[src/rtl/evad_pkg.sv]
// Shared types and constants of the energy voice activity detector.
`default_nettype none

package evad_pkg;

	// Field and register widths
	localparam int SAMPLE_W   = 16;
	localparam int SQ_W       = 31;   // largest square is 2**30
	localparam int ENERGY_W   = 41;
	localparam int HANG_W     = 16;
	localparam int THR_W      = 16;
	localparam int THR_SQ_W   = 2 * THR_W;
	localparam int HANG_MS_W  = 12;
	localparam int MS_SHIFT   = 4;    // 16 samples per millisecond
	localparam int CFG_IDX_W  = 2;
	localparam int CFG_DATA_W = 16;

	// Register indexes
	localparam logic [CFG_IDX_W-1:0] REG_THRESHOLD = CFG_IDX_W'(0);
	localparam logic [CFG_IDX_W-1:0] REG_HANG_MS   = CFG_IDX_W'(1);

	// Register reset values
	localparam logic [THR_W-1:0]     THRESHOLD_RESET = THR_W'(300);
	localparam logic [HANG_MS_W-1:0] HANG_MS_RESET   = HANG_MS_W'(150);
	localparam logic [THR_SQ_W-1:0]  THR_SQ_RESET    = THR_SQ_W'(300 * 300);

	localparam int DEFAULT_MAX_FRAME_SAMPLES = 1024;

	// Queue between front and back; depth is a power of two
	localparam int QUEUE_DEPTH = 4;
	localparam int QPTR_W      = $clog2(QUEUE_DEPTH);
	localparam int QFILL_W     = $clog2(QUEUE_DEPTH + 1);

	// One classified sample as it travels through the queue
	typedef struct packed {
		logic [SQ_W-1:0] sq;
		logic            last;
	} evad_item_t;

endpackage

`default_nettype wire

[src/rtl/evad_front.sv]
// Front end: takes samples in, squares them and hands them to the queue.
`default_nettype none

module evad_front import evad_pkg::*; (
	input  wire logic                       clk,
	input  wire logic                       arst_n,
	input  wire logic                       in_valid,
	output logic                            in_ready,
	input  wire logic signed [SAMPLE_W-1:0] sample,
	input  wire logic                       frame_end,
	output logic                            push_valid,
	input  wire logic                       push_ready,
	output evad_item_t                      push_item
);

	logic signed [2*SAMPLE_W-1:0] sq_full;
	logic                         valid_s1;
	evad_item_t                   item_s1;

	// Square the incoming sample
	assign sq_full = sample * sample;

	// Take a new sample whenever the stage is empty or drains this cycle
	assign in_ready = !valid_s1 || push_ready;

	always_ff @(posedge clk or negedge arst_n) begin
		if (!arst_n) begin
			valid_s1 <= 1'b0;
		end else if (in_ready) begin
			valid_s1 <= in_valid;
		end
	end

	// Hold the squared sample and its frame mark
	always_ff @(posedge clk) begin
		if (in_valid && in_ready) begin
			item_s1.sq   <= sq_full[SQ_W-1:0];
			item_s1.last <= frame_end;
		end
	end

	assign push_valid = valid_s1;
	assign push_item  = item_s1;

endmodule

`default_nettype wire

[src/rtl/evad_queue.sv]
// Short first-in first-out queue between the front end and the back end.
`default_nettype none

module evad_queue import evad_pkg::*; (
	input  wire logic       clk,
	input  wire logic       arst_n,
	input  wire logic       push_valid,
	output logic            push_ready,
	input  wire evad_item_t push_item,
	output logic            pop_valid,
	input  wire logic       pop_ready,
	output evad_item_t      pop_item
);

	evad_item_t         mem_q [QUEUE_DEPTH];
	logic [QPTR_W-1:0]  wr_ptr_q;
	logic [QPTR_W-1:0]  rd_ptr_q;
	logic [QFILL_W-1:0] fill_q;
	logic               do_push;
	logic               do_pop;

	assign push_ready = (fill_q != QFILL_W'(QUEUE_DEPTH));
	assign pop_valid  = (fill_q != '0);
	assign pop_item   = mem_q[rd_ptr_q];
	assign do_push    = push_valid && push_ready;
	assign do_pop     = pop_valid && pop_ready;

	// Store the entry on a push transfer
	always_ff @(posedge clk) begin
		if (do_push) begin
			mem_q[wr_ptr_q] <= push_item;
		end
	end

	// Advance pointers and fill count
	always_ff @(posedge clk or negedge arst_n) begin
		if (!arst_n) begin
			wr_ptr_q <= '0;
			rd_ptr_q <= '0;
			fill_q   <= '0;
		end else begin
			if (do_push) begin
				wr_ptr_q <= wr_ptr_q + QPTR_W'(1);
			end
			if (do_pop) begin
				rd_ptr_q <= rd_ptr_q + QPTR_W'(1);
			end
			unique case ({do_push, do_pop})
				2'b10:   fill_q <= fill_q + QFILL_W'(1);
				2'b01:   fill_q <= fill_q - QFILL_W'(1);
				default: fill_q <= fill_q;
			endcase
		end
	end

	a_fill_bound: assert property (@(posedge clk) disable iff (!arst_n)
		fill_q <= QFILL_W'(QUEUE_DEPTH))
		else $error("queue fill count beyond depth");

	a_fill_grow: assert property (@(posedge clk) disable iff (!arst_n)
		(do_push && !do_pop) |=> (fill_q == $past(fill_q) + QFILL_W'(1)))
		else $error("queue fill count did not grow on push");

endmodule

`default_nettype wire

[src/rtl/evad_back.sv]
// Back end: accumulates frame energy, decides speech with hangover.
`default_nettype none

module evad_back import evad_pkg::*; #(
	parameter int MAX_FRAME_SAMPLES = DEFAULT_MAX_FRAME_SAMPLES
) (
	input  wire logic                 clk,
	input  wire logic                 arst_n,
	input  wire logic                 pop_valid,
	output logic                      pop_ready,
	input  wire evad_item_t           pop_item,
	input  wire logic [THR_W-1:0]     threshold_rms,
	input  wire logic [HANG_MS_W-1:0] hang_ms,
	output logic                      out_valid,
	input  wire logic                 out_ready,
	output logic                      speech,
	output logic                      by_energy
);

	localparam int CNT_W = $clog2(MAX_FRAME_SAMPLES + 1);
	localparam int LIM_W = THR_SQ_W + CNT_W;
	localparam int CMP_W = (LIM_W > ENERGY_W) ? LIM_W : ENERGY_W;

	logic [THR_SQ_W-1:0] thr_prod;
	logic [THR_SQ_W-1:0] thr_sq_q;

	logic [ENERGY_W-1:0] energy_q;
	logic [CNT_W-1:0]    count_q;
	logic                counting;
	logic [ENERGY_W-1:0] energy_add;
	logic [CNT_W-1:0]    count_add;
	logic                take;

	logic                valid_s2;
	logic [ENERGY_W-1:0] energy_s2;
	logic [CNT_W-1:0]    count_s2;
	logic                s2_ready;
	logic                out_free;
	logic                fire;
	logic [LIM_W-1:0]    limit;
	logic                energetic;
	logic [HANG_W-1:0]   count_ext;
	logic [HANG_W-1:0]   hang_reload;
	logic [HANG_W-1:0]   hang_next;
	logic                speech_next;

	logic [HANG_W-1:0]   hang_q;
	logic                out_valid_q;
	logic                speech_q;
	logic                by_energy_q;

	// Keep threshold squared ready for the frame decision
	assign thr_prod = THR_SQ_W'(threshold_rms) * THR_SQ_W'(threshold_rms);

	always_ff @(posedge clk or negedge arst_n) begin
		if (!arst_n) begin
			thr_sq_q <= THR_SQ_RESET;
		end else begin
			thr_sq_q <= thr_prod;
		end
	end

	// Add the square while the frame is below its cap
	assign counting   = (count_q < CNT_W'(MAX_FRAME_SAMPLES));
	assign energy_add = energy_q + (counting ? ENERGY_W'(pop_item.sq) : '0);
	assign count_add  = count_q + (counting ? CNT_W'(1) : '0);

	assign out_free  = !out_valid_q || out_ready;
	assign s2_ready  = !valid_s2 || out_free;
	assign pop_ready = !pop_item.last || s2_ready;
	assign take      = pop_valid && pop_ready;

	always_ff @(posedge clk or negedge arst_n) begin
		if (!arst_n) begin
			energy_q <= '0;
			count_q  <= '0;
			valid_s2 <= 1'b0;
		end else begin
			if (take) begin
				if (pop_item.last) begin
					energy_q <= '0;
					count_q  <= '0;
				end else begin
					energy_q <= energy_add;
					count_q  <= count_add;
				end
			end
			if (s2_ready) begin
				valid_s2 <= take && pop_item.last;
			end
		end
	end

	// Hand the finished frame totals to the decision stage
	always_ff @(posedge clk) begin
		if (take && pop_item.last) begin
			energy_s2 <= energy_add;
			count_s2  <= count_add;
		end
	end

	// Decide speech and update the hangover counter
	assign fire        = valid_s2 && out_free;
	assign limit       = LIM_W'(thr_sq_q) * LIM_W'(count_s2);
	assign energetic   = CMP_W'(energy_s2) > CMP_W'(limit);
	assign count_ext   = HANG_W'(count_s2);
	assign hang_reload = HANG_W'(hang_ms) << MS_SHIFT;

	always_comb begin
		hang_next   = hang_q;
		speech_next = 1'b0;
		priority if (energetic) begin
			hang_next   = hang_reload;
			speech_next = 1'b1;
		end else if (hang_q != '0) begin
			hang_next   = (hang_q > count_ext) ? hang_q - count_ext : '0;
			speech_next = 1'b1;
		end else begin
			hang_next   = hang_q;
			speech_next = 1'b0;
		end
	end

	always_ff @(posedge clk or negedge arst_n) begin
		if (!arst_n) begin
			hang_q      <= '0;
			out_valid_q <= 1'b0;
		end else begin
			if (fire) begin
				hang_q      <= hang_next;
				out_valid_q <= 1'b1;
			end else if (out_ready) begin
				out_valid_q <= 1'b0;
			end
		end
	end

	// Hold the result until its transfer
	always_ff @(posedge clk) begin
		if (fire) begin
			speech_q    <= speech_next;
			by_energy_q <= energetic;
		end
	end

	assign out_valid = out_valid_q;
	assign speech    = speech_q;
	assign by_energy = by_energy_q;

	a_count_cap: assert property (@(posedge clk) disable iff (!arst_n)
		count_q <= CNT_W'(MAX_FRAME_SAMPLES))
		else $error("sample count beyond frame cap");

	a_energy_is_speech: assert property (@(posedge clk) disable iff (!arst_n)
		(out_valid_q && by_energy_q) |-> speech_q)
		else $error("energetic frame not flagged as speech");

	a_hang_reload: assert property (@(posedge clk) disable iff (!arst_n)
		(fire && energetic) |=> (hang_q == $past(hang_reload)))
		else $error("hangover not reloaded on energetic frame");

endmodule

`default_nettype wire

[src/rtl/energy_voice_activity_detector_core.sv]
// Top level of the energy voice activity detector: registers, front, queue, back.
// A frame's last sample gives its result on out_valid after its transfer passes the square stage,
// the queue, the frame-total register and the output register, and later while the queue holds items.
// Throughput: one sample per cycle while in_ready is high, set by the single squarer and accumulator adders.
// A result waiting in the output register does not block samples until the queue fills.
// Reset (arst_n low, asynchronous) clears the frame sums, hangover and queue and loads
// threshold_rms = 300 and hang_ms = 150; no clearing pass is needed.
`default_nettype none

module energy_voice_activity_detector_core import evad_pkg::*; #(
	parameter int MAX_FRAME_SAMPLES = DEFAULT_MAX_FRAME_SAMPLES
) (
	input  wire logic                        clk,
	input  wire logic                        arst_n,
	input  wire logic                        in_valid,
	output logic                             in_ready,
	input  wire logic signed [SAMPLE_W-1:0]  sample,
	input  wire logic                        frame_end,
	output logic                             out_valid,
	input  wire logic                        out_ready,
	output logic                             speech,
	output logic                             by_energy,
	input  wire logic                        cfg_we,
	input  wire logic [CFG_IDX_W-1:0]        cfg_index,
	input  wire logic [CFG_DATA_W-1:0]       cfg_wdata
);

	logic [THR_W-1:0]     threshold_q;
	logic [HANG_MS_W-1:0] hang_ms_q;

	logic       push_valid;
	logic       push_ready;
	evad_item_t push_item;
	logic       pop_valid;
	logic       pop_ready;
	evad_item_t pop_item;

	// Write configuration registers; other indexes are dropped
	always_ff @(posedge clk or negedge arst_n) begin
		if (!arst_n) begin
			threshold_q <= THRESHOLD_RESET;
			hang_ms_q   <= HANG_MS_RESET;
		end else if (cfg_we) begin
			unique case (cfg_index)
				REG_THRESHOLD: threshold_q <= cfg_wdata[THR_W-1:0];
				REG_HANG_MS:   hang_ms_q   <= cfg_wdata[HANG_MS_W-1:0];
				default: begin
					threshold_q <= threshold_q;
					hang_ms_q   <= hang_ms_q;
				end
			endcase
		end
	end

	evad_front u_front (
		.clk        (clk),
		.arst_n     (arst_n),
		.in_valid   (in_valid),
		.in_ready   (in_ready),
		.sample     (sample),
		.frame_end  (frame_end),
		.push_valid (push_valid),
		.push_ready (push_ready),
		.push_item  (push_item)
	);

	evad_queue u_queue (
		.clk        (clk),
		.arst_n     (arst_n),
		.push_valid (push_valid),
		.push_ready (push_ready),
		.push_item  (push_item),
		.pop_valid  (pop_valid),
		.pop_ready  (pop_ready),
		.pop_item   (pop_item)
	);

	evad_back #(
		.MAX_FRAME_SAMPLES (MAX_FRAME_SAMPLES)
	) u_back (
		.clk           (clk),
		.arst_n        (arst_n),
		.pop_valid     (pop_valid),
		.pop_ready     (pop_ready),
		.pop_item      (pop_item),
		.threshold_rms (threshold_q),
		.hang_ms       (hang_ms_q),
		.out_valid     (out_valid),
		.out_ready     (out_ready),
		.speech        (speech),
		.by_energy     (by_energy)
	);

endmodule

`default_nettype wire
[config.mk]
export PLATFORM = sky130hd
export DESIGN_NAME = energy_voice_activity_detector_core
export DESIGN_NICKNAME = d
export VERILOG_FILES = /design/src/rtl/evad_pkg.sv /design/src/rtl/evad_front.sv /design/src/rtl/evad_queue.sv /design/src/rtl/evad_back.sv /design/src/rtl/energy_voice_activity_detector_core.sv
export SDC_FILE = /design/constraint.sdc
export NUM_CORES = 2
export LEC_CHECK = 0
export BUFFER_PORTS_ARGS = -buffer_cell sky130_fd_sc_hd__buf_4
export CORE_ASPECT_RATIO = 1.2
export CORE_UTILIZATION = 53
export CTS_CLUSTER_DIAMETER = 40
export CTS_CLUSTER_SIZE = 16
export DETAILED_ROUTE_END_ITERATION = 10
export PLACE_DENSITY = 0.75
export REMOVE_ABC_BUFFERS = 1
export SLEW_MARGIN = 20
export SYNTH_ARGS = -nofsm -noshare
export SYNTH_HDL_FRONTEND = slang
export SYNTH_SLANG_ARGS = --single-unit
[constraint.sdc]
create_clock -name clk -period 10 [get_ports clk]
set_input_delay 0 -clock clk [delete_from_list [all_inputs] [get_ports clk]]
set_output_delay 0 -clock clk [all_outputs]
set_load 0.005 [all_outputs]
* Yosys cells after proc, flatten, opt, wreduce, memory -nomap -nowiden
Memories as Yosys holds them, arrays and structs flattened.
Index checks and enable logic that the tools add are counted.
** Cells by class
- Add/sub/neg operators :: 7
- $mul :: 3
- Order comparisons :: 3
- Eq/ne operators :: 4
- Mux-type cells :: 13
- Reduce and logical (&&, ||, !) cells :: 22
** Operator list (number)
- 16-bit two-way mux :: 3
- 41-bit by 43-bit > comparator with 1-bit output :: 1
- 32-bit by 11-bit multiplier with 43-bit output :: 1
- 41-bit adder :: 1
- 41-bit two-way mux :: 1
- 16-bit by 16-bit multiplier with 32-bit output :: 1
- 16-bit by 16-bit multiplier with 31-bit output :: 1
- 31-bit two-way mux :: 1
- 16-bit by 11-bit > comparator with 1-bit output :: 1
- 16-bit nonzero test :: 1
- 16-bit by 11-bit subtractor with 16-bit output :: 1
- 11-bit adder :: 1
- 11-bit less-than comparator (second input constant) :: 1
- 11-bit two-way mux :: 1
- 1-bit two-way mux :: 6
- 3-bit one-hot mux with 2 select lines :: 1
- 2-bit AND reduction :: 3
- 2-bit nonzero test :: 3
- 1-bit logical AND :: 5
- 2-bit by 1-bit adder with 2-bit output (second input constant) :: 2
- 2-bit by 1-bit == test with 1-bit output (second input constant) :: 2
- 1-bit logical NOT :: 4
- 1-bit logical OR :: 4
- 3-bit by 1-bit adder with 3-bit output (second input constant) :: 1
- other kinds (5) :: 5
** Storage, ports and cells
- Bits in registers :: 224
- Memory bits (writable) :: 128
- Bits of input ports :: 40
- Output and inout port bits :: 4
- Logic and storage cells :: 71
- Memories kept :: 1
** Memory list
- u_queue.mem_q :: depth 4, bits a word 32, read ports 1, clocked after memory_dff 0, write ports 1, line evad_queue.sv:15 : evad_item_t mem_q [QUEUE_DEPTH];

* Depth between registers and ports, before layout
- Depth after elaboration :: 7
- Mapped depth :: 35
- Mapped depth without buffers :: 33

* Hierarchy
Synthesis repeated with hierarchy kept, for this count alone.
** Unflattened totals
- Cells, all modules :: 4216
- Area total of the unflattened synthesis :: 42804.8 µm²
** By module, submodules not included
- evad_back :: times used 1, cells an instance 2885, area an instance 26599.3 µm², seq. area each 4160.2 µm²
- evad_front :: times used 1, cells an instance 1066, area an instance 10093.4 µm², seq. area each 955.9 µm²
- evad_queue :: times used 1, cells an instance 205, area an instance 5039.8 µm², seq. area each 4018.9 µm²
- energy_voice_activity_detector_core :: times used 1, cells an instance 60, area an instance 1072.3 µm², seq. area each 710.7 µm²

* Least setup slack after synthesis
No wires, ideal clock.
- Path type :: register to register
- From :: register u_back.thr_sq_q[4]
- To :: register u_back.hang_q[4]
- Setup time :: 131 ps
- Data arrival time :: 7756 ps
- Required time :: 9869 ps
- Setup slack :: 2113 ps
- Stages on the path, launching flop included :: 34
- Buffers on the path :: 2
- Clock period less this slack :: 7887 ps
- Cell sequence :: dfstp_2 > clkbuf_1 > nand2_1 > fa_1 > inv_1 > fa_1 > fa_1 > fa_1 > inv_1 > fa_1 > inv_1 > ha_1 > a21o_1 > a31o_2 > a21oi_1 > o21ai_1 > a31o_2 > a211o_1 > a31oi_2 > o21bai_1 > a21oi_1 > xor2_1 > ha_1 > nand4_1 > nor4_1 > o21ai_0 > nor2_1 > a211oi_1 > o21ai_0 > nand2_1 > nor4_4 > or2_1 > buf_4 > o211ai_1
** Between the ends
- Word-level cells in the longest chain between the ends :: 4
- Elaborated cells on any way between the ends :: 5
- Those cells by class :: 1 x mul; 1 x order compare; 1 x mux; 2 x reduce/logical
** Ends and longest elaborated chain
- from (decl) :: line evad_back.sv:25 : logic [THR_SQ_W-1:0] thr_sq_q;
- from (signal assigned) :: line evad_back.sv:59 : thr_sq_q <= thr_prod;
- 32-bit by 11-bit multiplier with 43-bit output * :: line evad_back.sv:104 : assign limit = LIM_W'(thr_sq_q) * LIM_W'(count_s2);
- 41-bit by 43-bit > comparator with 1-bit output * :: line evad_back.sv:105 : assign energetic = CMP_W'(energy_s2) > CMP_W'(limit);
- 2-bit nonzero test (no source line)
- 2-bit AND reduction (no source line)
- to (signal assigned) :: line evad_back.sv:130 : hang_q <= hang_next;
- to (decl) :: line evad_back.sv:47 : logic [HANG_W-1:0] hang_q;
Every way passes the cells marked *; elsewhere a longest branch is shown, timed or not.
A chain may end at the register's enable or synchronous reset.

* Final worst setup path
- From :: register u_back.count_s2[2]
- To :: register u_back.hang_q[9]
** Between the ends
- Word-level cells in the longest chain between the ends :: 4
- Elaborated cells on any way between the ends :: 9
- Those cells by class :: 1 x add/sub; 1 x mul; 2 x order compare; 3 x mux; 2 x reduce/logical
** Ends and longest elaborated chain
- from (decl) :: line evad_back.sv:36 : logic [CNT_W-1:0] count_s2;
- from (signal assigned) :: line evad_back.sv:98 : count_s2 <= count_add;
- 32-bit by 11-bit multiplier with 43-bit output, or another cell as far along :: line evad_back.sv:104
- 41-bit by 43-bit > comparator with 1-bit output / 16-bit two-way mux (equally long branches) :: line evad_back.sv:105, evad_back.sv:116
- 2-bit nonzero test (no source line) / 16-bit two-way mux (equally long branches)
- 2-bit AND reduction (no source line) / 16-bit two-way mux (equally long branches)
Several ways; a longest one is shown, not always the timed one. The select of a mux whose other input is x is not followed.

==> results.py <==
metrics = {
    "critical_path": {
        "path_class": "reg2reg",
        "cp.required_ns": 10.42,
        "end_kind": "register",
        "critPathLaunchType": "register",
        "crit_path_top_delay_cell": "edfxtp_1",
        "critPathMaxFanout": 15,
        "critPathArrivalTime_ns": 9.39,
        "max_stage_delay_ns": 0.72,
        "cpMostUsedCell": "fa_1",
    },
    "yosys": {
        "synthMuxAreaShare": 0.0227,
        "synthCells": 4117,
        "synth_edf_count": 209,
        "synthFlopType": "edfxtp_1",
        "synth_xor_xnor_area_share": 0.0358,
        "synth_cell_type_count": 89,
        "syn_area_um2": 42000,
        "synth_adder_area_share": 0.421,
        "synth-seq-area-share": 0.231,
        "async_flop_share": 0.396,
        "avgSynthCellArea_um2": 10.2,
        "ys_ff_latch": 346,
        "synth_top_family_by_area": "adder cells",
        "synth-compound-area-share": 0.0808,
        "yosys_warnings": 0,
        "synthSimpleGateAreaFrac": 0.121,
    },
    "finish": {
        "area.sequential_um2": 9730,
        "design_area_um2": 45000,
        "stdcell_count": 5180,
        "multi_input_comb_area_um2": 28700,
        "layout-drive-gt1-share": 0.0592,
        "fill_cells": 6471,
        "syn2layout_area_growth_pct": 7.05,
        "final_nets": 5179,
    },
    "cts": {
        "h-tree-depth": 2,
        "path_clk_slew_ns": 0.07,
        "cts_tree": "done",
        "clock_sinks": 346,
        "cts_root_buf": "clkbuf_16",
        "post_cts_buffers": 0,
        "insertion_delay_ns": 0.57,
        "cts_buffer_depth": 3,
        "cts_made_buffers": 39,
        "cts_resized": 0,
        "ctsHoldBuffers": 40,
    },
    "sta": {
        "hold_viol": 0,
        "setup_viol": 0,
        "report.final.slew_viol_count": 0,
        "rsz0062_at_grt": "no",
        "fin_crit_sh": 0.898,
        "fmax_ghz": 0.111,
        "fin_tns_setup_ns": 0,
        "maxSlewHeadroom": 0.313,
        "worst_pin_slew_ns": 1.03,
        "fin_crit_ns": 8.98,
        "skew_ns": 0.0436,
    },
    "routing": {
        "met3_length_mm": 3.68,
        "drt_iter0_markers": 1678,
        "vias": 28500,
        "wl_per_cell_um": 17.7,
        "top_layer_used": "met4",
        "via_per_inst": 5.51,
        "postRouteAntennaNets": 0,
        "drt-total-wl_mm": 91.7,
        "met1_length_mm": 37.8,
        "drc": 0,
        "dr_wl_met2_mm": 47.0,
        "drt-pass1-iter-count": 5,
    },
    "grt": {
        "grt_pass1_vias": 30200,
        "grt_max_degree": 79,
        "grt_util_all_layers": 0.238,
        "grt_pass1_wl_mm": 153,
        "overflow": 0,
        "antenna_found_initial": 1,
    },
    "floorplanning": {
        "die_h_um": 310,
        "io_pins": 44,
        "dieWidth_um": 259,
        "core_um2": 78100,
        "rows": 112,
        "initial_core_util": 0.538,
        "fp.dieArea_um2": 80400,
    },
    "worst_hold_path": {
        "hp-class": "in2async",
    },
    "run_status": {
        "status": "finished, final reports clean",
    },
    "place": {
        "place_area_um2": 43300,
        "dp.cells": 5067,
        "hpwlAfterDp_mm": 72.5,
        "portBuffers": 43,
        "globalplace.congestion": 0.924,
    },
    "job": {
        "drv_cap": 0,
    },
}
layout by cell type (no fill, tap or decap), types with 65 or more instances in the layout:
master	Yosys	final
ha_1	354	354
xor2_1	66	66
fa_1	663	663
a21oi_1	128	128
inv_1	817	817
buf_4	2	68
xnor2_1	106	106
o21ai_0	85	85
dfrtp_1	120	119
nor2_1	126	124
edfxtp_1	209	209
a21o_1	65	65
nand2_1	485	485
and2_1	251	251
worst max-delay path, delay by kind of cell (launching register included):
| family | cells | cell delay (ns) |
|---|---|---|
| adders and majority gates | 7 | 3.22 |
| and+or+nand+nor | 7 | 2.07 |
| AOI/OAI and AO/OA | 13 | 2.56 |
| buffers and inverters | 3 | 0.16 |
| DFF | 1 | 0.72 |
| xor gates and xnor gates | 1 | 0.10 |
cell families (layout without fill, tap and decap cells):
kind of cell / Yosys count / after routing
other cells: 2 / 8
compound gates: 500 / 500
simple gates: 1058 / 1058
flops: 346 / 346
mux: 54 / 54
fa+ha+maj: 1017 / 1017
xor+xnor: 172 / 172
buf+inv: 968 / 999
metal layers:
metal | global-route usage | up-vias
met1 | 0.305 | 14500
met5 | 0 | -
met2 | 0.420 | 737
li1 | - | 13100
met4 | 0.0849 | 0
met3 | 0.0220 | 185
synth_stat cells (17+ instances only):
cell,number,share of area
mux2_2,20,0.0054
inv_1,817,0.073
dfstp_2,17,0.011
a21o_1,65,0.012
o211ai_1,17,0.0030
and3_1,24,0.0036
a21oi_1,128,0.015
nor2b_1,20,0.0030
a22o_1,39,0.0081
nand2b_1,24,0.0036
o21ai_0,85,0.010
xnor2_1,106,0.022
mux4_2,31,0.017
o21a_1,19,0.0034
nor3_1,24,0.0029
o21ai_1,18,0.0021
xor2_1,66,0.014
nand4_1,21,0.0031
nand2_1,485,0.043
clkbuf_1,135,0.012
and2_1,251,0.037
edfxtp_1,209,0.15
ha_1,354,0.11
fa_1,663,0.32
nand3_1,32,0.0038
dfrtp_1,120,0.071
nor2_1,126,0.011
worst paths after layout:
path,startpoint,end,depth (start not counted),slack [ns]
max reg2reg,u_back.count_s2[2]$_DFFE_PP_,u_back.hang_q[9]$_DFFE_PN0P_,31,1.02
max in group asynchronous,arst_n,u_back.valid_s2$_DFFE_PN0P_,3,8.53
min,arst_n,u_queue.rd_ptr_q[0]$_DFFE_PN0P_,2,0.05
min reg2reg,hang_ms_q[9]$_DFFE_PN0P_,hang_ms_q[9]$_DFFE_PN0P_,1,0.49
max,u_back.count_s2[2]$_DFFE_PP_,u_back.hang_q[9]$_DFFE_PN0P_,31,1.02
min in group clk,frame_end,u_front.push_item[0]$_DFFE_PP_,2,0.15
flip-flops by register name, indices dropped and copies added, names as in the netlist, 3 cells and up:
register and count:
hang_ms_q 12, threshold_q 16, u_back.count_q 11, u_back.count_s2 11
u_back.energy_q 41, u_back.energy_s2 41, u_back.hang_q 16, u_back.thr_sq_q 31
u_front.push_item 31, u_queue.fill_q 3, u_queue.mem_q 124
cell type report:
cell class | count | share of cell area
clock inverter | 23 | 0.00548
sequential | 346 | 0.216
multi-input combinational | 2808 | 0.638
inverter | 818 | 0.0683
timing repair buffer | 109 | 0.0205
antenna | 1 | 0.0000556
clock buffer | 49 | 0.0232
tap | 1026 | 0.0285
per-stage QoR:
stage / util / hold WS (ns) / worst slack (ns)
finish: 0.576 / 0.0463 / 1.02
global route: 0.576 / 0.153 / 0.377
CTS: 0.576 / 0.106 / 1.14
detailed placement: 0.555 / 0.126 / 1.13
global placement: 0.555 / 0.146 / 1.33
floorplan: - / -0.296 / 1.73
Power is not shown: default switching activity piles up to over one toggle a cycle in this logic, so the estimate is an artifact.
